## src/rtl/dual_ultrasonic_echo_ranger_core_defines.svh

```systemverilog
// Assertion helpers for the echo ranger core.
`ifndef DUAL_ULTRASONIC_ECHO_RANGER_CORE_DEFINES_SVH
`define DUAL_ULTRASONIC_ECHO_RANGER_CORE_DEFINES_SVH

`ifndef SYNTHESIS

// checked only while out of reset
`define DURNG_ASSERT(lbl, clk, rstn, prop) \
	lbl: assert property (@(posedge clk) disable iff (!rstn) prop) \
		else $error("durng assertion failed");

// checked at every edge, reset included
`define DURNG_ASSERT_ALWAYS(lbl, clk, prop) \
	lbl: assert property (@(posedge clk) prop) \
		else $error("durng assertion failed");

`else

`define DURNG_ASSERT(lbl, clk, rstn, prop)
`define DURNG_ASSERT_ALWAYS(lbl, clk, prop)

`endif

`endif

```

## src/rtl/durng_pkg.sv

```systemverilog
package durng_pkg;

	localparam int OUT_W       = 8;
	localparam int TICK_W      = 8;
	localparam int CFG_W       = 8;
	localparam int CFG_IDX_W   = 1;
	localparam int IN_TDATA_W  = 8;
	localparam int OUT_TDATA_W = 32;

	// register indexes
	localparam logic [CFG_IDX_W-1:0] REG_TRIGGER_TICKS  = 1'b0;
	localparam logic [CFG_IDX_W-1:0] REG_TICKS_PER_UNIT = 1'b1;

	localparam logic [CFG_W-1:0] TRIGGER_TICKS_RST  = 8'd10;
	localparam logic [CFG_W-1:0] TICKS_PER_UNIT_RST = 8'd116;

	// sensor selector codes
	localparam logic [1:0] SEL_RIGHT = 2'd0;
	localparam logic [1:0] SEL_LEFT  = 2'd1;

	// last field in the lowest bits
	typedef struct packed {
		logic [1:0] sensor_select;
		logic       echo_left;
		logic       echo_right;
		logic       start_req;
	} item_t;

	typedef struct packed {
		logic             done_res;
		logic             busy_res;
		logic [OUT_W-1:0] selected_range;
		logic [OUT_W-1:0] range_left;
		logic [OUT_W-1:0] range_right;
		logic             trig_left;
		logic             trig_right;
	} result_t;

	typedef struct packed {
		logic [CFG_W-1:0] ticks_per_unit;
		logic [CFG_W-1:0] trigger_ticks;
	} cfg_t;

	localparam int ITEM_W   = $bits(item_t);
	localparam int RESULT_W = $bits(result_t);

endpackage

```

## src/rtl/durng_ctrl.sv

```systemverilog
module durng_ctrl #(
	parameter int RANGE_BITS = 8
) (
	input  logic               clk,
	input  logic               arst_n,
	input  logic               step,
	input  durng_pkg::item_t   item,
	input  durng_pkg::cfg_t    cfg,
	output durng_pkg::result_t result
);

	typedef enum logic [2:0] {
		PH_IDLE    = 3'd0,
		PH_TRIG_R  = 3'd1,
		PH_WAIT_R  = 3'd2,
		PH_COUNT_R = 3'd3,
		PH_TRIG_L  = 3'd4,
		PH_WAIT_L  = 3'd5,
		PH_COUNT_L = 3'd6
	} phase_t;

	localparam logic [RANGE_BITS-1:0] RANGE_MAX = {RANGE_BITS{1'b1}};
	localparam logic [RANGE_BITS-1:0] RANGE_ONE = {{(RANGE_BITS-1){1'b0}}, 1'b1};

	phase_t                          phase_q, phase_d;
	logic [durng_pkg::TICK_W-1:0]    pulse_q, pulse_d;
	logic [durng_pkg::TICK_W-1:0]    sub_q, sub_d;
	logic [RANGE_BITS-1:0]           acc_q, acc_d;
	logic [RANGE_BITS-1:0]           held_r_q, held_r_d;
	logic [RANGE_BITS-1:0]           held_l_q, held_l_d;
	logic                            done;

	logic [durng_pkg::TICK_W-1:0]    pulse_len, unit_div;
	logic                            first_tick;
	logic [durng_pkg::TICK_W-1:0]    base_sub, sub_inc, tick_sub;
	logic [RANGE_BITS-1:0]           base_acc, tick_acc;
	logic                            unit_wrap;
	logic [RANGE_BITS-1:0]           sel_val;

	// zero register values act as 1
	assign pulse_len = (cfg.trigger_ticks == '0) ? 8'd1 : cfg.trigger_ticks;
	assign unit_div  = (cfg.ticks_per_unit == '0) ? 8'd1 : cfg.ticks_per_unit;

	// one echo tick: rising edge restarts the divider from zero
	assign first_tick = (phase_q == PH_WAIT_R) || (phase_q == PH_WAIT_L);
	assign base_sub   = first_tick ? '0 : sub_q;
	assign base_acc   = first_tick ? '0 : acc_q;
	assign sub_inc    = base_sub + 8'd1;
	assign unit_wrap  = (sub_inc >= unit_div);
	assign tick_sub   = unit_wrap ? '0 : sub_inc;
	assign tick_acc   = (unit_wrap && (base_acc != RANGE_MAX)) ? base_acc + RANGE_ONE : base_acc;

	always_comb begin
		phase_d  = phase_q;
		pulse_d  = pulse_q;
		sub_d    = sub_q;
		acc_d    = acc_q;
		held_r_d = held_r_q;
		held_l_d = held_l_q;
		done     = 1'b0;
		unique case (phase_q)
			PH_TRIG_R: begin
				if (pulse_q >= pulse_len) begin
					phase_d = PH_WAIT_R;
				end else begin
					pulse_d = pulse_q + 8'd1;
				end
			end
			PH_WAIT_R: begin
				if (item.echo_right) begin
					sub_d   = tick_sub;
					acc_d   = tick_acc;
					phase_d = PH_COUNT_R;
				end
			end
			PH_COUNT_R: begin
				if (item.echo_right) begin
					sub_d = tick_sub;
					acc_d = tick_acc;
				end else begin
					held_r_d = acc_q;
					pulse_d  = 8'd1;
					phase_d  = PH_TRIG_L;
				end
			end
			PH_TRIG_L: begin
				if (pulse_q >= pulse_len) begin
					phase_d = PH_WAIT_L;
				end else begin
					pulse_d = pulse_q + 8'd1;
				end
			end
			PH_WAIT_L: begin
				if (item.echo_left) begin
					sub_d   = tick_sub;
					acc_d   = tick_acc;
					phase_d = PH_COUNT_L;
				end
			end
			PH_COUNT_L: begin
				if (item.echo_left) begin
					sub_d = tick_sub;
					acc_d = tick_acc;
				end else begin
					held_l_d = acc_q;
					phase_d  = PH_IDLE;
					done     = 1'b1;
				end
			end
			default: begin
				// idle and the unused code
				phase_d = PH_IDLE;
				if (item.start_req) begin
					pulse_d = 8'd1;
					phase_d = PH_TRIG_R;
				end
			end
		endcase
	end

	always_comb begin
		case (item.sensor_select)
			durng_pkg::SEL_RIGHT: sel_val = held_r_d;
			durng_pkg::SEL_LEFT:  sel_val = held_l_d;
			default:              sel_val = '0;
		endcase
	end

	// result reflects the state after this tick
	always_comb begin
		result.trig_right     = (phase_d == PH_TRIG_R);
		result.trig_left      = (phase_d == PH_TRIG_L);
		result.range_right    = held_r_d[durng_pkg::OUT_W-1:0];
		result.range_left     = held_l_d[durng_pkg::OUT_W-1:0];
		result.selected_range = sel_val[durng_pkg::OUT_W-1:0];
		result.busy_res       = (phase_d != PH_IDLE);
		result.done_res       = done;
	end

	always_ff @(posedge clk or negedge arst_n) begin
		if (!arst_n) begin
			phase_q  <= PH_IDLE;
			pulse_q  <= '0;
			sub_q    <= '0;
			acc_q    <= '0;
			held_r_q <= '0;
			held_l_q <= '0;
		end else if (step) begin
			phase_q  <= phase_d;
			pulse_q  <= pulse_d;
			sub_q    <= sub_d;
			acc_q    <= acc_d;
			held_r_q <= held_r_d;
			held_l_q <= held_l_d;
		end
	end

endmodule

```

## src/rtl/dual_ultrasonic_echo_ranger_core.sv

```systemverilog
// Channel  | Dir | tdata fields (low bit up)                       | tuser
// s_axis   | in  | start_req, echo_right, echo_left, sensor_select | -
// m_axis   | out | trig_right, trig_left, range_right, range_left, | -
//          |     | selected_range, busy_res, done_res              |
// cfg      | in  | cfg_we / cfg_index / cfg_data, no read-back     | -
//
// One tick word per cycle while s_tready is high; its result word is registered.
// Measurement state and a two-entry output register (main + skid) set the rate.
// s_tready drops only while the skid entry holds a word; no word is lost or dropped.
// arst_n clears state, counters, held ranges and output valids; config regs
// return to trigger_ticks 10, ticks_per_unit 116.
`include "dual_ultrasonic_echo_ranger_core_defines.svh"

module dual_ultrasonic_echo_ranger_core #(
	parameter int RANGE_BITS = 8
) (
	input  logic                                   clk,
	input  logic                                   arst_n,
	// start_req[0], echo_right[1], echo_left[2], sensor_select[4:3], zero fill
	input  logic [durng_pkg::IN_TDATA_W-1:0]       s_tdata,
	input  logic                                   s_tvalid,
	output logic                                   s_tready,
	// trig_right[0], trig_left[1], range_right[9:2], range_left[17:10],
	// selected_range[25:18], busy_res[26], done_res[27], zero fill
	output logic [durng_pkg::OUT_TDATA_W-1:0]      m_tdata,
	output logic                                   m_tvalid,
	input  logic                                   m_tready,
	input  logic                                   cfg_we,
	input  logic [durng_pkg::CFG_IDX_W-1:0]        cfg_index,
	input  logic [durng_pkg::CFG_W-1:0]            cfg_data
);

	durng_pkg::cfg_t    cfg_q;
	durng_pkg::item_t   item;
	durng_pkg::result_t result;
	durng_pkg::result_t main_q, skid_q;
	logic               main_vld_q, skid_vld_q;
	logic               in_acc, out_acc;

	always_ff @(posedge clk or negedge arst_n) begin
		if (!arst_n) begin
			cfg_q.trigger_ticks  <= durng_pkg::TRIGGER_TICKS_RST;
			cfg_q.ticks_per_unit <= durng_pkg::TICKS_PER_UNIT_RST;
		end else if (cfg_we) begin
			unique case (cfg_index)
				durng_pkg::REG_TRIGGER_TICKS:  cfg_q.trigger_ticks  <= cfg_data;
				durng_pkg::REG_TICKS_PER_UNIT: cfg_q.ticks_per_unit <= cfg_data;
				default: ;
			endcase
		end
	end

	assign item     = durng_pkg::item_t'(s_tdata[durng_pkg::ITEM_W-1:0]);
	assign s_tready = !skid_vld_q;
	assign in_acc   = s_tvalid && s_tready;
	assign out_acc  = main_vld_q && m_tready;

	durng_ctrl #(
		.RANGE_BITS(RANGE_BITS)
	) u_ctrl (
		.clk    (clk),
		.arst_n (arst_n),
		.step   (in_acc),
		.item   (item),
		.cfg    (cfg_q),
		.result (result)
	);

	// skid word goes out first once the main word is taken
	always_ff @(posedge clk or negedge arst_n) begin
		if (!arst_n) begin
			main_vld_q <= 1'b0;
			skid_vld_q <= 1'b0;
		end else if (skid_vld_q) begin
			if (out_acc) begin
				skid_vld_q <= 1'b0;
			end
		end else if (in_acc) begin
			if (!main_vld_q || out_acc) begin
				main_vld_q <= 1'b1;
			end else begin
				skid_vld_q <= 1'b1;
			end
		end else if (out_acc) begin
			main_vld_q <= 1'b0;
		end
	end

	always_ff @(posedge clk) begin
		if (skid_vld_q) begin
			if (out_acc) begin
				main_q <= skid_q;
			end
		end else if (in_acc) begin
			if (!main_vld_q || out_acc) begin
				main_q <= result;
			end else begin
				skid_q <= result;
			end
		end
	end

	assign m_tvalid = main_vld_q;
	assign m_tdata  = {{(durng_pkg::OUT_TDATA_W - durng_pkg::RESULT_W){1'b0}}, main_q};

	`DURNG_ASSERT(a_skid_behind_main, clk, arst_n, skid_vld_q |-> main_vld_q)
	`DURNG_ASSERT(a_one_trigger, clk, arst_n, main_vld_q |-> !(main_q.trig_right && main_q.trig_left))
	`DURNG_ASSERT(a_done_ends_cycle, clk, arst_n, (main_vld_q && main_q.done_res) |-> !main_q.busy_res)
	`DURNG_ASSERT_ALWAYS(a_reset_empties, clk, !arst_n |=> (!main_vld_q && !skid_vld_q))

endmodule

```

## config.mk

```make
export PLATFORM = sky130hd
export DESIGN_NAME = dual_ultrasonic_echo_ranger_core
export DESIGN_NICKNAME = d
export VERILOG_FILES = /design/src/rtl/durng_pkg.sv /design/src/rtl/durng_ctrl.sv /design/src/rtl/dual_ultrasonic_echo_ranger_core.sv
export VERILOG_INCLUDE_DIRS = /design/src /design/src/rtl
export SDC_FILE = /design/constraint.sdc
export NUM_CORES = 1
export LEC_CHECK = 0
export ABC_AREA = 1
export BUFFER_PORTS_ARGS = -buffer_cell sky130_fd_sc_hd__buf_4
export CAP_MARGIN = 20
export CELL_PAD_IN_SITES_DETAIL_PLACEMENT = 1
export CELL_PAD_IN_SITES_GLOBAL_PLACEMENT = 1
export CORE_ASPECT_RATIO = 1.75
export CORE_MARGIN = 10
export CORE_UTILIZATION = 30
export DETAILED_ROUTE_END_ITERATION = 10
export PLACE_DENSITY_LB_ADDON = 0.12
export SLEW_MARGIN = 15
export SYNTH_ARGS = -nofsm -noshare
export SYNTH_HDL_FRONTEND = slang
export SYNTH_SLANG_ARGS = --single-unit
```

## constraint.sdc

```tcl
create_clock -name clk -period 8.2 [get_ports clk]
set_input_delay 0.41 -clock clk [delete_from_list [all_inputs] [get_ports clk]]
set_output_delay 0.41 -clock clk [all_outputs]
set_load 0.02 [all_outputs]
```

==> impl_results.md, run 1 <==
- Setup TNS: 0 ns
- Filler cells: 2296
- Starting density of the core: 0.304
- Vias in the first global route: 5002
- Vias: 4540
- Final wirelength: 14.9 mm
- Hold slack: 0.0973 ns
- HP Class: in -> async
- Seq/Total Area, Yosys: 0.536
- Max clock buf depth: 2
- Register bit count reported by yosys: 117
- Detailed-route DRC error count: 0
- CP startpoint kind: register
- Leak: 3.36 nW
- Crit Path Class: reg -> reg
- Ys Warns: 0
- Area grow syn2layout: 20.2%
- Register area: 3220 um^2
- DIE WIDTH: 127 um
- Cell area after synthesis: 6000 um^2
- Layout cell share with drive strength beyond 1: 0.180
- Die Y: 207 um
- Final instance count without filler cells: 974
- Actual slew at the worst max-slew pin: 0.848 ns
- Crit path max-delay cell type: dfrtp_1
- Crit-path max FO: 13
- TritonCTS Buffers: 17
- Crit. End Element: register
- CTS tree: built
- Unrepaired setup endpoints after global routing: no
- Port bufs: 48
- Buf+Inv Stages, Crit Path: 3
- Synthesized area per cell: 9.03 um^2
- Peak supply drop: 0.139 mV
- Detail Route Antenna Nets: 0
- CTS H-tree lvls: 4
- Arrival time of the worst setup path: 3.72 ns
- Most used cell, CP: nand2_1
- Final Wtd Congestion: 0.761
- Critical R2R Launch: u_ctrl.phase_q[1]
- Total track usage: 0.118
- Vias per Instance: 4.66
- Die ar.: 26300 um^2
- Fin. max-slew vios: 0
- DP Wirelength: 11.3 mm
- Yosys cell types: 45
- Total Nets Final: 758
- Reg clk slew, reported paths: 0.05 ns
- I/O Pins: 56
- Final Skew: 0.00867 ns
- Critical path origin: u_ctrl.phase_q[1]
- Status: finished, final reports clean
- Post-route minimum period: 3.41 ns
- Antenna fix cells: 0
- Max-Cap Viols: 0
- Initial antenna violation count: 0
- Power density over the cells: 349 nW/um^2
- WL/cell: 15.3 um
- Final Hold Viols: 0
- Crit path cell chain: inv_2 -> nor2_1 -> nand2_2 -> nand2_4 -> nor2_1 -> ha_1 -> nand3_1 -> nor2_1 -> nand3_1 -> nand2_1 -> inv_1 -> ha_1 -> nand2_1 -> nor2_1 -> nand4_1 -> nand3_1 -> nand3_2 -> inv_2 -> nand2_1 -> nand2_1 -> nand2_1
- Hold Buf Count CTS: 0
- WP data required: 8.51 ns
- Period Utilization, post-route: 0.416
- # clock sinks: 117
- Row Count: 68
- Placed cells: 943
- Worst skew pair latency: 0.42 ns
- Core Area: 19700 um^2
- Setup bufs post-CTS: 0
- Global-route wire length before repair: 25.1 mm
- Gr ovfl total: 0
- Drt first-iter violations: 137
- Critical path's largest stage delay: 0.43 ns
- CTS-repair resized insts: 0
- Pin count of the biggest net entering global routing: 62
- Root Driver: clkbuf_16
- Max frequency: 0.293 GHz
- Largest delay share family, worst path: simple AND/OR/NAND/NOR gates
- Setup-failing EPs final: 0
- First-pass DRT Iterations: 4
- Area taken by multi-input logic gates: 2260 um^2
- Max-slew headroom: 0.435
- Total Power: 2.52 mW
- Syn Inst Count: 664
-- worst register-to-register path, stage by stage (launching register included) --
cell     delay [ns]
dfrtp_1        0.43
inv_2          0.12
nor2_1         0.08
nand2_2        0.12
nand2_4        0.17
nor2_1         0.25
ha_1           0.23
nand3_1        0.13
nor2_1         0.18
nand3_1        0.10
nand2_1        0.11
inv_1          0.05
ha_1           0.26
nand2_1        0.07
nor2_1         0.16
nand4_1        0.10
nand3_1        0.24
nand3_2        0.20
inv_2          0.13
nand2_1        0.05
nand2_1        0.06
nand2_1        0.04
-- synth_stat cells (all sizes together) --
master / instances / area, um^2
nor3b: 1 / 7.51
dfstp: 6 / 158
buf: 10 / 81.3
a41o: 2 / 20.0
xor2: 9 / 78.8
nor2: 35 / 159
nand3: 30 / 165
clkbuf: 11 / 41.3
o21bai: 2 / 15.0
nor3: 8 / 56.3
o21a: 10 / 75.1
or2: 2 / 12.5
a31oi: 1 / 6.26
xnor2: 1 / 8.76
a21oi: 11 / 70.1
dfrtp: 55 / 1380
o22ai: 11 / 119
nand4: 7 / 43.8
nand2: 188 / 728
ha: 19 / 238
and2: 1 / 6.26
o21ai: 75 / 409
edfxtp: 56 / 1680
conb: 1 / 3.75
nor4: 3 / 25.0
inv: 109 / 412
-- layout by cell type, fill, tap and decap left out, types with 8 or more instances in the layout --
cell,netlist,final
a21oi_1,9,9
edfxtp_1,56,56
nor2_1,28,26
nand2_1,183,183
o21ai_2,9,9
dfrtp_1,55,55
inv_1,103,103
clkbuf_16,0,17
buf_4,5,52
o22ai_2,8,8
ha_1,19,19
o21ai_0,61,61
nand3_1,27,27
xor2_1,9,9
o21a_1,10,10
-- kinds of logic after synthesis --
kind of cell               Yosys count  share of synthesized area
AOI/OAI and AO/OA                  112                      0.119
adders and majority gates           19                     0.0396
xor gates and xnor gates            10                     0.0146
and+or+nand+nor                    275                      0.201
DFF                                117                      0.536
buffers and inverters              130                     0.0891
other                                1                   0.000625
-- flip-flops by register name, indices dropped and copies added (netlist names) --
register	cells
m_tvalid	1
u_ctrl.phase_q	3
m_tdata	28
skid_vld_q	1
u_ctrl.pulse_q	8
skid_q	28
u_ctrl.acc_q	8
u_ctrl.held_l_q	8
u_ctrl.held_r_q	8
u_ctrl.sub_q	8
cfg_q	16
-- power by group --
group / internal [mW] / leakage (nW) / switching [mW] / total [mW]
Combinational: 0.271 / 1.74 / 0.562 / 0.833
Clock: 0.533 / 0.295 / 0.262 / 0.795
Sequential: 0.817 / 1.33 / 0.0721 / 0.889
-- metal layers --
metal | vias to the layer above | GRT usage | share of wire
li1 | 2254 | - | -
met3 | 20 | 0.0302 | 0.035
met5 | - | 0 | 0
met2 | 67 | 0.228 | 0.58
met4 | 0 | 0.0472 | 0.016
met1 | 2199 | 0.114 | 0.37
-- path summary, 6_finish.rpt --
path,end,slack [ns],cells after the start
worst max-delay path,u_ctrl.acc_q[4],4.79,21
worst min-delay path,u_ctrl.pulse_q[1],0.1,1
worst max register to register,u_ctrl.acc_q[4],4.79,21
worst min register to register,u_ctrl.held_l_q[3],0.48,2
max in group asynchronous,u_ctrl.held_l_q[3],7.54,1
min in group clk,cfg_q[13],0.26,3
-- cell type report --
class | count | area share
clock buffer | 20 | 0.0606
clock inverter | 11 | 0.0253
inverter | 109 | 0.0571
multi-input combinational | 420 | 0.314
sequential | 117 | 0.446
tap | 245 | 0.0425
timing repair buffer | 52 | 0.0542
-- stage by stage --
step                      instance area (um^2)  setup slack (ns)  utilization
after floorplan                           6010              5.35            -
after global placement                    6590              4.83        0.334
after detailed placement                  6590              4.72        0.334
after CTS                                 7210              4.70        0.365
after global routing                      7210              4.44        0.365
final                                     7210              4.79        0.365
Note: power is estimated with default switching activity, not from simulation.
==> run 2: changes to the inputs <==
==> constraint.sdc (replaced) <==
create_clock -name clk -period 3.1 [get_ports clk]
set_input_delay 0.155 -clock clk [delete_from_list [all_inputs] [get_ports clk]]
set_output_delay 0.155 -clock clk [all_outputs]
set_load 0.02 [all_outputs]
==> run 2 against run 1 <==
Compared with the run above: setup slack got worse by 4.6 ns; clock power grew 140%; critical path type unchanged; core utilization increased by 0.83 points; routed wire length is 3.2% higher; largest power group is now combinational logic.
==> impl_results.md, run 2 (synthesized netlist as in run 1, its figures left out) <==
- Reg clk slew, reported paths: 0.06 ns (was 0.05 ns)
- Pin count of the biggest net entering global routing: 62 (unchanged)
- Period Utilization, post-route: 0.931 (was 0.416)
- Max frequency: 0.346 GHz (was 0.293 GHz)
- Total Nets Final: 779 (was 758)
- Detail Route Antenna Nets: 0 (unchanged)
- Drt first-iter violations: 165 (was 137)
- DP Wirelength: 11.6 mm (was 11.3 mm)
- Final Skew: 0.00933 ns (was 0.00867 ns)
- Die ar.: 26300 um^2 (unchanged)
- Vias: 4607 (was 4540)
- Final wirelength: 15.4 mm (was 14.9 mm)
- WL/cell: 15.4 um (was 15.3 um)
- Crit-path max FO: 5 (was 13)
- CTS tree: built (unchanged)
- Crit. End Element: register (unchanged)
- DIE WIDTH: 127 um (unchanged)
- WP data required: 3.39 ns (was 8.51 ns)
- Peak supply drop: 0.364 mV (was 0.139 mV)
- Row Count: 68 (unchanged)
- Final Util: 0.373 (was 0.365)
- Critical path's largest stage delay: 0.38 ns (was 0.43 ns)
- Arrival time of the worst setup path: 3.18 ns (was 3.72 ns)
- Port bufs: 48 (unchanged)
- Setup-failing EPs final: 0 (unchanged)
- CTS H-tree lvls: 4 (unchanged)
- Most common cell after layout, fill and taps aside: nand2_1 (unchanged)
- Core Area: 19700 um^2 (unchanged)
- Layout cell share with drive strength beyond 1: 0.213 (was 0.180)
- Worst skew pair latency: 0.42 ns (about the same)
- Crit path max-delay cell type: dfrtp_1 (unchanged)
- Power density over the cells: 901 nW/um^2 (was 349 nW/um^2)
- Actual slew at the worst max-slew pin: 0.829 ns (was 0.848 ns)
- Crit path cell chain: inv_2 -> nor2_2 -> nand2_2 -> nand2_4 -> nor2_1 -> ha_1 -> nand3_1 -> nor2_2 -> nand3_1 -> nand2_1 -> inv_1 -> ha_1 -> nand2_1 -> nor2_2 -> nand4_1 -> nand3_4 -> nand2_2 -> nor2_4 -> nand2_1 -> nand2_1 -> nand2_1 (was inv_2 -> nor2_1 -> nand2_2 -> nand2_4 -> nor2_1 -> ha_1 -> nand3_1 -> nor2_1 -> nand3_1 -> nand2_1 -> inv_1 -> ha_1 -> nand2_1 -> nor2_1 -> nand4_1 -> nand3_1 -> nand3_2 -> inv_2 -> nand2_1 -> nand2_1 -> nand2_1)
- Total track usage: 0.121 (was 0.118)
- Area grow syn2layout: 22.9% (was 20.2%)
- Most frequent cells in the layout: 183 x nand2_1, 102 x inv_1, 70 x buf_4 (was 183 x nand2_1, 103 x inv_1, 61 x o21ai_0)
- Die Y: 207 um (unchanged)
- Hold slack: 0.0174 ns (was 0.0973 ns)
- CP startpoint kind: register (unchanged)
- Gr ovfl total: 0 (unchanged)
- HP Class: in -> reg (was in -> async)
- Initial antenna violation count: 0 (unchanged)
- Max-slew headroom: 0.447 (was 0.435)
- I/O Pins: 56 (unchanged)
- Starting density of the core: 0.304 (unchanged)
- Vias in the first global route: 5139 (was 5002)
- Vias per Instance: 4.63 (was 4.66)
- Most used cell, CP: nand2_1 (unchanged)
- First-pass DRT Iterations: 4 (unchanged)
- Post-route minimum period: 2.89 ns (was 3.41 ns)
- Detailed-route DRC error count: 0 (unchanged)
- Fin. max-slew vios: 0 (unchanged)
- Final Wtd Congestion: 0.771 (was 0.761)
- Crit Path Class: reg -> reg (unchanged)
- Global-route wire length before repair: 25.8 mm (was 25.1 mm)
- Antenna fix cells: 0 (unchanged)
- Leak: 3.45 nW (was 3.36 nW)
- Max-Cap Viols: 0 (unchanged)
- TritonCTS Buffers: 17 (unchanged)
- # clock sinks: 117 (unchanged)
- Max clock buf depth: 2 (unchanged)
- Status: finished, final reports clean (unchanged)
- Root Driver: clkbuf_16 (unchanged)
- Final Hold Viols: 0 (unchanged)
## run 2: where the power goes
| part | leakage [nW] | total (mW) | internal (mW) | switching, mW |
|---|---|---|---|---|
| sequential | 1.33 | 2.34 | 2.16 | 0.183 |
| clock | 0.271 | 1.89 | 1.19 | 0.702 |
| combinational | 1.84 | 2.41 | 0.845 | 1.56 |
## run 2: routing by layer
layer,wire length [um],global-route usage,up-vias,share of wire
met4,260,0.0436,0,0.017
met1,5710,0.115,2228,0.37
met2,8930,0.235,66,0.58
met5,0,0,-,0
li1,-,-,2299,-
met3,483,0.0309,14,0.031
## run 2: area by class of cell
type                       instances  area [um^2]
multi-input combinational        420         2310
timing repair buffer              73          557
clock inverter                     8         76.3
inverter                         109          412
clock buffer                      24          493
tap                              245          307
fill                            2304        12400
sequential                       117         3220
## run 2: timing repair
action | CTS | global route
endpoints found under the setup margin | 5 | 15
buffers inserted | 0 | 3
hold endpoints to repair | 56 | 0
hold buffers | 2 | 0
gates resized for setup | 1 | 11
pin swaps | 0 | 4
## run 2: per-stage QoR
stage               std cells  power, mW  TNS [ns]  setup WS, ns  area (um^2)
finish                    996       6.64         0         0.214         7370
global route              996       7.15   -0.0170       -0.0129         7370
CTS                       993       6.71         0        0.0566         7300
detailed placement        959       4.77         0       0.00482         6710
global placement          959       4.68         0        0.0939         6710
floorplan                 667       3.89         0         0.245         6010
## run 2: critical path, delay by kind of cell (launching register included)
kind / cells / cell delay [ns]
fa+ha+maj: 2 / 0.47
buf+inv: 2 / 0.17
flops: 1 / 0.38
simple gates: 17 / 1.75
## run 2: final timing paths
path / start / to / slack, ns / depth (start not counted)
min in group asynchronous: arst_n / u_ctrl.pulse_q[5] / 0.38 / 2
worst min register to register: u_ctrl.held_r_q[1] / u_ctrl.held_r_q[1] / 0.48 / 2
worst max-delay path: u_ctrl.phase_q[1] / u_ctrl.acc_q[7] / 0.21 / 21
worst max register to register: u_ctrl.phase_q[1] / u_ctrl.acc_q[7] / 0.21 / 21
max in group asynchronous: arst_n / u_ctrl.held_l_q[3] / 2.17 / 2
worst min-delay path: cfg_data[5] / cfg_q[13] / 0.02 / 3
